===== config.mk =====
export PLATFORM = sky130hd
export DESIGN_NAME = vie_word_mem
export DESIGN_NICKNAME = d
export VERILOG_FILES = /design/src/rtl/assert_macros.svh /design/src/rtl/vie_pkg.sv /design/src/rtl/vie_word_mem.sv
export SDC_FILE = /design/constraint.sdc
export NUM_CORES = 2
export LEC_CHECK = 0
export ABC_AREA = 0
export BUFFER_PORTS_ARGS = -buffer_cell sky130_fd_sc_hd__buf_2
export CAP_MARGIN = 10
export CORE_ASPECT_RATIO = 2
export CORE_MARGIN = 8
export CORE_UTILIZATION = 63
export DETAILED_ROUTE_END_ITERATION = 8
export PLACE_DENSITY = 0.79
export SYNTH_ARGS = -nofsm -noshare
export SYNTH_HDL_FRONTEND = slang
export SYNTH_SLANG_ARGS = --single-unit

===== constraint.sdc =====
create_clock -name clk_i -period 2.15 [get_ports clk_i]
set_input_delay 0.43 -clock clk_i [delete_from_list [all_inputs] [get_ports clk_i]]
set_output_delay 0.43 -clock clk_i [all_outputs]
set_load 0.02 [all_outputs]

===== src/rtl/assert_macros.svh =====
// Assertion macros for the files that check their own logic.
`ifndef ASSERT_MACROS_SVH
`define ASSERT_MACROS_SVH

// Checked at every rising edge of clk_i outside reset.
`define VIE_ASSERT(name, prop, msg) \
  name: assert property (@(posedge clk_i) disable iff (!rst_ni) (prop)) \
    else $error(msg);

// Checked at every rising edge of clk_i, reset included.
`define VIE_ASSERT_ALWAYS(name, prop, msg) \
  name: assert property (@(posedge clk_i) (prop)) \
    else $error(msg);

`endif


===== src/rtl/vie_pkg.sv =====
// Shared types and constants of the vole instruction executor.
package vie_pkg;

  // Register file size and index width.
  localparam int REG_COUNT = 16;
  localparam int REG_AW = $clog2(REG_COUNT);

  // Item operation codes.
  typedef enum logic [1:0] {
    OP_WRITE_MEM = 2'd0,
    OP_EXECUTE   = 2'd1,
    OP_READ_MEM  = 2'd2,
    OP_READ_REG  = 2'd3
  } op_e;

  // Instruction opcodes (upper nibble of the instruction word).
  localparam logic [3:0] OPC_LOAD  = 4'h1;
  localparam logic [3:0] OPC_LDI   = 4'h2;
  localparam logic [3:0] OPC_STORE = 4'h3;
  localparam logic [3:0] OPC_MOVE  = 4'h4;
  localparam logic [3:0] OPC_ADD   = 4'h5;
  localparam logic [3:0] OPC_ADD2  = 4'h6;
  localparam logic [3:0] OPC_JUMP  = 4'hB;
  localparam logic [3:0] OPC_HALT  = 4'hC;

  // Access request to the word memory.
  typedef struct packed {
    logic        re;
    logic [7:0]  raddr;
    logic        we;
    logic [7:0]  waddr;
    logic [15:0] wdata;
  } word_req_t;

  // Access request to the register file: two read ports, one write port.
  typedef struct packed {
    logic              re_a;
    logic [REG_AW-1:0] raddr_a;
    logic              re_b;
    logic [REG_AW-1:0] raddr_b;
    logic              we;
    logic [REG_AW-1:0] waddr;
    logic [7:0]        wdata;
  } rf_req_t;

endpackage


===== src/rtl/vie_word_mem.sv =====
// Word memory: synchronous read, one write port, valid bits and write forwarding.
module vie_word_mem import vie_pkg::*; #(
  parameter int MEM_WORDS = 256
) (
  input  logic        clk_i,
  input  logic        rst_ni,
  input  word_req_t   req_i,
  output logic [15:0] rdata_o
);

  localparam int AW = (MEM_WORDS > 1) ? $clog2(MEM_WORDS) : 1;
  localparam logic [8:0] Depth = 9'(MEM_WORDS);

  logic [15:0]          mem_q [MEM_WORDS];
  logic [MEM_WORDS-1:0] vld_q;
  logic                 rd_in, wr_en;
  logic [AW-1:0]        ridx, widx;
  logic [15:0]          rd_q, fwd_q;
  logic                 use_fwd_q, zero_q;

  // Address range checks; out-of-range reads give zero, writes are dropped.
  assign rd_in = ({1'b0, req_i.raddr} < Depth);
  assign wr_en = req_i.we && ({1'b0, req_i.waddr} < Depth);
  assign ridx  = rd_in ? req_i.raddr[AW-1:0] : '0;
  assign widx  = wr_en ? req_i.waddr[AW-1:0] : '0;

  // Storage array and its registered read port.
  always_ff @(posedge clk_i) begin
    if (wr_en) begin
      mem_q[widx] <= req_i.wdata;
    end
    if (req_i.re) begin
      rd_q  <= mem_q[ridx];
      fwd_q <= req_i.wdata;
    end
  end

  // Valid bits and read selection flags.
  always_ff @(posedge clk_i or negedge rst_ni) begin
    if (!rst_ni) begin
      vld_q     <= '0;
      use_fwd_q <= 1'b0;
      zero_q    <= 1'b1;
    end else begin
      if (wr_en) begin
        vld_q[widx] <= 1'b1;
      end
      if (req_i.re) begin
        use_fwd_q <= wr_en && (req_i.waddr == req_i.raddr);
        zero_q    <= !rd_in || !vld_q[ridx];
      end
    end
  end

  // A read that met a write to the same word returns the new data.
  assign rdata_o = use_fwd_q ? fwd_q : (zero_q ? 16'h0000 : rd_q);

endmodule


==> summary.md <==
| Metric | Value |
|---|---|
| ANT nets after route | `0` |
| Startpoint types | `flip-flop` |
| Area after DPL | `184400 um^2` |
| Core area | `265600 um^2` |
| WL per Instance | `42.29 um` |
| Pre-CTS WS | `-2218 ps` |
| 1st-pass router iterations | `9` |
| First-pass GRT wire length | `694.8 mm` |
| Final Non-Filler Cells | `12000` |
| Fin worst setup slack | `-721.7 ps` |
| Status | `finished with violations` |
| Synth Register Bits | `4386` |
| CTS buffer count | `356` |
| HP Class | `in2reg` |
| Via count | `88700` |
| CTS sink count | `4386` |
| Warnings, synthesis | `0` |
| Placed cells | `11310` |
| Final net count | `8227` |
| Crit path top cell by count | `mux4_2` |
| Worst Tran Pin Value | `927.0 ps` |
| Final hold violations | `0` |
| Failing checks | `negative setup slack` |
| Layout Skew | `37.64 ps` |
| Vias in the first global route | `90620` |
| Reg2reg end | `rd_q[8]` |
| Worst r2r src | `mem_q[154][8]` |
| Top-count cell post-synth | `edfxtp_1` |
| CTS tree | `done` |
| Clock Tree Buf Depth | `4` |
| Maximum fanout along the worst path | `1` |
| Min cycle time layout | `2872 ps` |
| RSZ-0062 raised after global routing | `true` |
| Setup TNS | `-26530 ps` |
| Cells on worst reg2reg path | `6` |
| Netlist Area Pre-Place | `167700 um^2` |
| Post-synth ARST share | `5.882%` |
| Die width | `380.8 um` |
| IO Pins | `52` |
| Crit Path Class | `reg2reg` |
| Antenna violations before repair | `21` |
| HPWL Detailed | `276.2 mm` |
| Register area | `130400 um^2` |
| Final instance area | `198400 um^2` |
| Post-route DRC | `0` |
| Hold EP | `mem_q[134][1]` |
| Starting Density | `63.13%` |
| Register area share after synthesis | `77.79%` |
| Largest net degree at the start of global routing | `129` |
| Vias per cell | `7.389` |
| Global Route Usage Sum | `34.61%` |
| EDFF count, synth | `4128` |
| Largest cells by area after synthesis | `edfxtp_1 74%, mux4_2 18%, dfrtp_1 3.8%` |
| R2R setup slack | `-720 ps` |
| Worst-path clk slew | `70 ps` |
| Final setup viols | `253` |
| Fin. max-slew vios | `0` |
| Worst Path Required | `2800 ps` |
| PortBufs | `51` |
| Htree depth | `5` |
| Max Cap Violations | `0` |
| Hold Startpoint | `req_i[1]` |
| Peak Freq | `0.3482 GHz` |
| Clk_lat worst skew | `950 ps` |
| CP max stage cell | `mux4_2` |
| Syn avg cell area | `23.58 um^2` |
| Share of post-route cells with drive strength above 1 | `40.97%` |
| Filler instances | `12890` |
| Worst Hold Depth | `1` |
| Final wirelength | `507.7 mm` |
| Post-Synthesis Cells | `7109` |
| Area growth syn-to-layout | `18.35%` |
| Crit-path max cell delay | `560 ps` |
| Critical path arrival | `3520 ps` |
| Post-synth top area share | `73.93%` |
| Netlist cell types | `47` |
| Rel. slew slack | `38.20%` |
| Initial drt markers | `15200` |
| PwrDens | `879.7 nW/um^2` |
| # rows | `268` |
| Placer's final routability congestion estimate | `0.9007` |
| CP cell instances | `mux4_2 -> mux4_2 -> a22oi_1 -> a21oi_4 -> nor3_4 -> nor2_2` |
| Die Y | `745.6 um` |
| GR Overflow Total | `0` |
| Clk root buf | `clkbuf_16` |
| Fin crit share | `133.6%` |
| Syn Nets | `7145` |
| Worst Setup End Kind | `flip-flop` |
| Synth area leader | `edfxtp_1` |
| Die area | `283900 um^2` |
| Area of the multi-input gates | `37170 um^2` |
| Primary FF master, synth | `edfxtp_1` |
| Max VDD drop | `0.001229 V` |
| P_leak | `65.07 nW` |
| Synth top cells by count | `4128 x edfxtp_1, 1311 x mux4_2, 287 x nor2_1, 259 x or2_2, 257 x dfrtp_1` |
==> per-stage QoR <==
stage / hold slack (ps) / utilization [%] / power [mW]
after floorplan: 134.4 / - / 101.1
after global placement: 445.4 / 69.43 / 106.0
after detailed placement: 448.8 / 69.43 / 106.4
after CTS: 16.86 / 74.41 / 173.7
after global routing: 46.45 / 74.70 / 177.3
final: 39.41 / 74.71 / 174.5
==> cell type report <==
| class | count | share of cell area [%] |
|---|---|---|
| antenna | 12 | 0.01513 |
| clock buffer | 444 | 4.797 |
| clock inverter | 204 | 1.180 |
| inverter | 8 | 0.01892 |
| multi-input combinational | 2327 | 18.73 |
| sequential | 4386 | 65.73 |
| tap | 3510 | 2.213 |
| timing repair buffer | 1112 | 7.316 |
==> report_power, final <==
part / internal (mW) / switching [mW]
sequential: 93.9 / 0.385
combinational: 4.99 / 6.75
clock: 37.3 / 31.2
==> cell usage in the layout (no fill, tap or decap), types with 14 or more instances in the layout <==
cell | synthesis | layout
a21oi_1 | 76 | 31
a21oi_2 | 0 | 22
a21oi_4 | 0 | 23
a221oi_1 | 26 | 17
a22oi_1 | 134 | 53
a22oi_2 | 0 | 81
buf_12 | 0 | 441
buf_2 | 120 | 14
buf_4 | 9 | 557
buf_6 | 6 | 56
bufinv_16 | 0 | 47
clkbuf_1 | 218 | 68
clkbuf_16 | 0 | 366
clkbuf_8 | 0 | 29
clkinv_1 | 3 | 62
clkinv_2 | 0 | 51
clkinvlp_4 | 0 | 21
dfrtp_1 | 257 | 256
edfxtp_1 | 4128 | 4128
mux2i_1 | 66 | 66
mux4_2 | 1311 | 1311
nand2_1 | 31 | 31
nor2_1 | 287 | 206
nor2_2 | 0 | 51
nor2_4 | 0 | 30
nor3_4 | 0 | 18
or2_2 | 259 | 258
==> worst max-delay path by stage <==
stage,from,end,slack (ps),cells past startpoint
global route,mem_q[146][8],rd_q[8],-700,7
floorplan,req_i[25],rd_q[1],-400,9
finish,mem_q[154][8],rd_q[8],-720,6
detailed placement,req_i[25],rd_q[9],-2220,10
CTS,mem_q[135][9],rd_q[9],-670,8
global placement,req_i[25],rd_q[9],-2150,10
==> worst max-delay path: cells and delay by family (launching register included) <==
kind            cells  cell delay, ps
mux                 2            1060
compound gates      2             450
flops               1             480
simple gates        2             610
==> repair_timing <==
| action | CTS | global route |
|---|---|---|
| resized for setup | 255 | 94 |
| gates cloned | 3 | 3 |
| hold buffers | 6 | 0 |
| endpoints found under the setup margin | 33 | 109 |
| pin swaps | 71 | 68 |
| setup buffers | 14 | 27 |
| hold endpoints to repair | 304 | 0 |
==> kinds of logic (layout without fill, tap and decap cells) <==
kind of cell | count (synthesis) | count (layout) | share of synthesized area, %
other cells | 0 | 12 | 0
flops | 4386 | 4386 | 77.79
buf+inv | 396 | 1768 | 1.023
simple gates | 650 | 650 | 1.920
mux | 1378 | 1378 | 18.01
compound gates | 291 | 291 | 1.217
xor+xnor | 8 | 8 | 0.04179
==> metal layers <==
layer	GRT usage (%)	routed length (um)	vias to the layer above
li1	-	-	32390
met1	43.11	153500	45740
met2	56.52	249800	8677
met3	7.404	63200	1876
met4	20.65	41100	12
met5	0	86	-
==> sequential cells by signal (all words and copies together), names as in the netlist <==
register / count
fwd_q: 16
vld_q: 256
zero_q: 1
use_fwd_q: 1
rd_q: 16
mem_q: 4096
Power figures use the tool's default switching activity.
