## src/rtl/assert_macros.svh

```systemverilog
// Assertion macros for the files that check their own logic.
`ifndef ASSERT_MACROS_SVH
`define ASSERT_MACROS_SVH

// Checked at every rising edge of clk_i outside reset.
`define VIE_ASSERT(name, prop, msg) \
  name: assert property (@(posedge clk_i) disable iff (!rst_ni) (prop)) \
    else $error(msg);

// Checked at every rising edge of clk_i, reset included.
`define VIE_ASSERT_ALWAYS(name, prop, msg) \
  name: assert property (@(posedge clk_i) (prop)) \
    else $error(msg);

`endif

```

## src/rtl/vie_pkg.sv

```systemverilog
// Shared types and constants of the vole instruction executor.
package vie_pkg;

  // Register file size and index width.
  localparam int REG_COUNT = 16;
  localparam int REG_AW = $clog2(REG_COUNT);

  // Item operation codes.
  typedef enum logic [1:0] {
    OP_WRITE_MEM = 2'd0,
    OP_EXECUTE   = 2'd1,
    OP_READ_MEM  = 2'd2,
    OP_READ_REG  = 2'd3
  } op_e;

  // Instruction opcodes (upper nibble of the instruction word).
  localparam logic [3:0] OPC_LOAD  = 4'h1;
  localparam logic [3:0] OPC_LDI   = 4'h2;
  localparam logic [3:0] OPC_STORE = 4'h3;
  localparam logic [3:0] OPC_MOVE  = 4'h4;
  localparam logic [3:0] OPC_ADD   = 4'h5;
  localparam logic [3:0] OPC_ADD2  = 4'h6;
  localparam logic [3:0] OPC_JUMP  = 4'hB;
  localparam logic [3:0] OPC_HALT  = 4'hC;

  // Access request to the word memory.
  typedef struct packed {
    logic        re;
    logic [7:0]  raddr;
    logic        we;
    logic [7:0]  waddr;
    logic [15:0] wdata;
  } word_req_t;

  // Access request to the register file: two read ports, one write port.
  typedef struct packed {
    logic              re_a;
    logic [REG_AW-1:0] raddr_a;
    logic              re_b;
    logic [REG_AW-1:0] raddr_b;
    logic              we;
    logic [REG_AW-1:0] waddr;
    logic [7:0]        wdata;
  } rf_req_t;

endpackage

```

## src/rtl/vie_reg_file.sv

```systemverilog
// Register file: two synchronous read ports, one write port, write forwarding.
module vie_reg_file import vie_pkg::*; (
  input  logic       clk_i,
  input  logic       rst_ni,
  input  rf_req_t    req_i,
  output logic [7:0] rdata_a_o,
  output logic [7:0] rdata_b_o
);

  logic [7:0]           rf_q [REG_COUNT];
  logic [REG_COUNT-1:0] vld_q;
  logic [7:0]           rd_a_q, rd_b_q, fwd_a_q, fwd_b_q;
  logic                 sel_fwd_a_q, sel_fwd_b_q, zero_a_q, zero_b_q;

  // Storage array and registered read ports.
  always_ff @(posedge clk_i) begin
    if (req_i.we) begin
      rf_q[req_i.waddr] <= req_i.wdata;
    end
    if (req_i.re_a) begin
      rd_a_q  <= rf_q[req_i.raddr_a];
      fwd_a_q <= req_i.wdata;
    end
    if (req_i.re_b) begin
      rd_b_q  <= rf_q[req_i.raddr_b];
      fwd_b_q <= req_i.wdata;
    end
  end

  // Valid bits stand in for the cleared reset contents.
  always_ff @(posedge clk_i or negedge rst_ni) begin
    if (!rst_ni) begin
      vld_q       <= '0;
      sel_fwd_a_q <= 1'b0;
      sel_fwd_b_q <= 1'b0;
      zero_a_q    <= 1'b1;
      zero_b_q    <= 1'b1;
    end else begin
      if (req_i.we) begin
        vld_q[req_i.waddr] <= 1'b1;
      end
      if (req_i.re_a) begin
        sel_fwd_a_q <= req_i.we && (req_i.waddr == req_i.raddr_a);
        zero_a_q    <= !vld_q[req_i.raddr_a];
      end
      if (req_i.re_b) begin
        sel_fwd_b_q <= req_i.we && (req_i.waddr == req_i.raddr_b);
        zero_b_q    <= !vld_q[req_i.raddr_b];
      end
    end
  end

  assign rdata_a_o = sel_fwd_a_q ? fwd_a_q : (zero_a_q ? 8'h00 : rd_a_q);
  assign rdata_b_o = sel_fwd_b_q ? fwd_b_q : (zero_b_q ? 8'h00 : rd_b_q);

endmodule

```

## config.mk

```make
export PLATFORM = sky130hd
export DESIGN_NAME = vie_reg_file
export DESIGN_NICKNAME = d
export VERILOG_FILES = /design/src/rtl/assert_macros.svh /design/src/rtl/vie_pkg.sv /design/src/rtl/vie_reg_file.sv
export SDC_FILE = /design/constraint.sdc
export NUM_CORES = 1
export LEC_CHECK = 0
export BUFFER_PORTS_ARGS = -buffer_cell sky130_fd_sc_hd__buf_4
export CORE_ASPECT_RATIO = 1.5
export CORE_MARGIN = 4
export CORE_UTILIZATION = 43
export CTS_BUF_LIST = sky130_fd_sc_hd__clkbuf_4 sky130_fd_sc_hd__clkbuf_8 sky130_fd_sc_hd__clkbuf_16
export CTS_CLUSTER_DIAMETER = 30
export DETAILED_ROUTE_END_ITERATION = 6
export PLACE_DENSITY_LB_ADDON = 0.08
export SYNTH_ARGS = -nofsm -noshare
export SYNTH_HDL_FRONTEND = slang
export SYNTH_SLANG_ARGS = --single-unit
export TNS_END_PERCENT = 30
```

## constraint.sdc

```tcl
create_clock -name clk_i -period 5 [get_ports clk_i]
set_clock_uncertainty 0.05 [all_clocks]
set_input_delay 0 -clock clk_i [delete_from_list [all_inputs] [get_ports clk_i]]
set_output_delay 0 -clock clk_i [all_outputs]
set_load 0.01 [all_outputs]
```

==> impl_metrics.json <==
{
  "status": "complete, no violations",
  "viasPerCell": 5.99,
  "maxSlewViolCount": 0,
  "syn_area_sq_um": 8260,
  "die_area_sq_um": 21500,
  "synth_nets": 404,
  "gp_congestion": 0.744,
  "hold_class": "in -> async",
  "critical_path.slowest_cell": "dlygate4sd3_1",
  "port_buffers": 40,
  "grt_pass1_vias": 4515,
  "rr_startpoint": "rf_q[13][4]$_DFFE_PP_",
  "layout-drive-gt1-share_pct": 28.8,
  "clock-sinks": 180,
  "drtPass1Iterations": 5,
  "crit_type": "in -> reg",
  "tritoncts": "done",
  "cpPeakStageDelay_ns": 0.55,
  "antenna_found_initial": 0,
  "ioPinCount": 41,
  "dr.first_iter.drc_count": 266,
  "vdd_drop_max_mv": 0.172,
  "nFillCells": 1500,
  "worst_slack_ns": 3.03,
  "cts_resized": 0,
  "worstPathMaxFanout": 6,
  "cpMostUsedCell": "buf_4",
  "start_kind": "primary input",
  "worst_pin_slew_ns": 0.949,
  "rsz0062_at_grt": "no",
  "synth-seq-cells": 180,
  "cts_made_buffers": 17,
  "hpwl_mm": 12.0,
  "area_growth_pct": 16.3,
  "cts_setup_buffers": 0,
  "die_w_um": 121,
  "placed_cells": 661,
  "fin_crit_sh_pct": 39.5,
  "crit_path_end_kind": "flip-flop",
  "max_cap_violations": 0,
  "crit_start": "req_i[11]",
  "powerDensity_nw_per_um2": 362,
  "dp_slack_ns": 2.98,
  "fmax_mhz": 506,
  "postRouteAntennaNets": 0,
  "cts_htree_levels": 4,
  "synth-seq-area-share_pct": 64.2,
  "die_h_um": 178,
  "drc": 0,
  "grt_pass1_wl_mm": 29.3,
  "groute.usage.overall_pct": 19.5,
  "syn-instance-count": 379,
  "cp_data_required_time_ns": 5.08,
  "root_buffer": "clkbuf_16",
  "syn_avg_cell_area_sq_um": 21.8,
  "worstPathArrival_ns": 2.06,
  "clk_path_buf_depth": 2,
  "vias": 4259,
  "nets": 471,
  "ys_warn_count": 0,
  "wl_per_cell_um": 28.2,
  "start_util_pct": 44.2,
  "grt-ovfl-total": 0,
  "antennaDiodeCount": 0,
  "hold_viol": 0,
  "finalCriticalPeriod_ns": 1.97,
  "wirelength_mm": 20.1,
  "fin_cells": 711,
  "leakage_uw": 0.00336,
  "relSlewSlack_pct": 36.7,
  "std_cell_rows": 61,
  "synth_cell_types": 25,
  "clkTransAtPathRegs_ns": 0.06,
  "tns_ns": 0,
  "finalSetupViolCount": 0,
  "clock_latency_ns": 0.43,
  "core_sq_um": 18700,
  "crit_chain": "dlygate4sd3_1, buf_4, or3b_2, nor2_1, buf_4",
  "grt_max_degree": 36
}
final timing paths:
| path | slack, ns | cells past startpoint | to |
|---|---|---|---|
| worst max-delay path | 3.03 | 5 | rf_q[3][4]$_DFFE_PP_ |
| worst min-delay path | 0.02 | 2 | zero_b_q$_DFFE_PN1P_ |
| worst max register to register | 3.28 | 2 | rd_b_q[4]$_DFFE_PP_ |
| worst min register to register | 0.44 | 1 | vld_q[10]$_DFFE_PN0P_ |
| max in group asynchronous | 3.58 | 3 | vld_q[15]$_DFFE_PN0P_ |
| min in group clk_i | 0.09 | 2 | rd_a_q[5]$_DFFE_PP_ |
cell usage in the layout (no fill, tap or decap):
| cell type | count |
|---|---|
| mux2i_1 | 6 |
| nor2_2 | 3 |
| o22ai_1 | 2 |
| inv_1 | 2 |
| or3b_2 | 1 |
| o21ai_0 | 2 |
| inv_8 | 1 |
| dlygate4sd3_1 | 18 |
| dfrtp_1 | 18 |
| clkinvlp_4 | 1 |
| nor2_1 | 13 |
| nand3b_1 | 2 |
| nand2b_1 | 4 |
| nand3_1 | 5 |
| nor3_2 | 2 |
| nand2_1 | 3 |
| clkinv_4 | 3 |
| mux4_1 | 64 |
| a21oi_1 | 2 |
| nor3_1 | 2 |
| clkbuf_16 | 17 |
| mux4_2 | 24 |
| inv_6 | 3 |
| edfxtp_1 | 160 |
| buf_4 | 54 |
| clkinv_2 | 2 |
| or2_2 | 16 |
| dfstp_2 | 2 |
| a22o_1 | 14 |
| clkinv_1 | 2 |
| xnor2_1 | 8 |
| bufinv_16 | 3 |
sequential cells by signal, summed over array words and instances (netlist names):
signal and cells:
fwd_a_q 8, fwd_b_q 8, rd_a_q 8, rd_b_q 8
rf_q 128, sel_fwd_a_q 1, sel_fwd_b_q 1, vld_q 16
zero_a_q 1, zero_b_q 1
cell type report:
class                      count  area (sq um)  area share (%)
clock buffer                  17           425            4.43
clock inverter                15           179            1.86
inverter                       2          7.51          0.0781
multi-input combinational    173          2790            29.0
sequential                   180          5310            55.2
tap                          252           315            3.28
timing repair buffer          72           586            6.09
cells by family after synthesis:
family | count (synthesis) | share of synthesized area (%)
flip-flops | 180 | 64.2
multiplexers | 94 | 27.6
AND/OR/NAND/NOR | 51 | 3.21
buffers and inverters | 26 | 2.21
AO/OA/AOI/OAI | 20 | 1.88
XOR/XNOR | 8 | 0.848
synthesized netlist by cell type:
master | count | area, sq um
edfxtp_1 | 160 | 4800
mux4_1 | 64 | 1680
mux4_2 | 24 | 541
dfrtp_1 | 18 | 450
nor2_1 | 16 | 60.1
or2_2 | 16 | 100
a22o_1 | 14 | 123
clkbuf_1 | 12 | 45.0
xnor2_1 | 8 | 70.1
buf_6 | 6 | 67.6
mux2i_1 | 6 | 60.1
nand3_1 | 5 | 25.0
nand2b_1 | 4 | 25.0
nor3_1 | 4 | 20.0
nand2_1 | 3 | 11.3
a21oi_1 | 2 | 10.0
buf_1 | 2 | 7.51
buf_12 | 2 | 40.0
buf_4 | 2 | 15.0
dfstp_2 | 2 | 52.6
inv_1 | 2 | 7.51
nand3b_1 | 2 | 15.0
o21ai_0 | 2 | 10.0
o22ai_1 | 2 | 12.5
or3b_2 | 1 | 8.76
what timing repair did:
item                                    CTS  global route
hold buffers                             18             0
hold endpoints to repair                200             0
endpoints found under the setup margin    0             0
metal layers:
metal	up-vias	track usage (%)	part of all wire (%)
met2	118	34.8	54
met3	26	3.19	3.8
met4	0	6.59	1.9
li1	1811	-	-
met1	2304	24.3	40
met5	-	0	0
power by group:
part / internal [uW] / leakage, uW / switching (uW) / total, uW
logic: 188 / 0.00138 / 168 / 356
clock network: 791 / 0.000295 / 578 / 1370
registers: 1720 / 0.00168 / 39.0 / 1760
total: 2700 / 0.00336 / 784 / 3480
worst max-delay path, delay by kind of cell:
| family | cells | cell delay [ns] |
|---|---|---|
| simple gates | 2 | 1.05 |
| buf+inv | 3 | 1.00 |
stage by stage:
step | hold WS [ns] | instance area [sq um] | total power, uW | utilization, %
floorplan | -0.346 | 8260 | 1990 | -
global placement | -0.154 | 8830 | 2130 | 47.2
detailed placement | -0.146 | 8830 | 2140 | 47.2
CTS | 0.00434 | 9610 | 3520 | 51.4
global route | 0.0210 | 9610 | 3600 | 51.4
finish | 0.0238 | 9610 | 3480 | 51.4
Note: power is estimated with default switching activity, not from simulation.
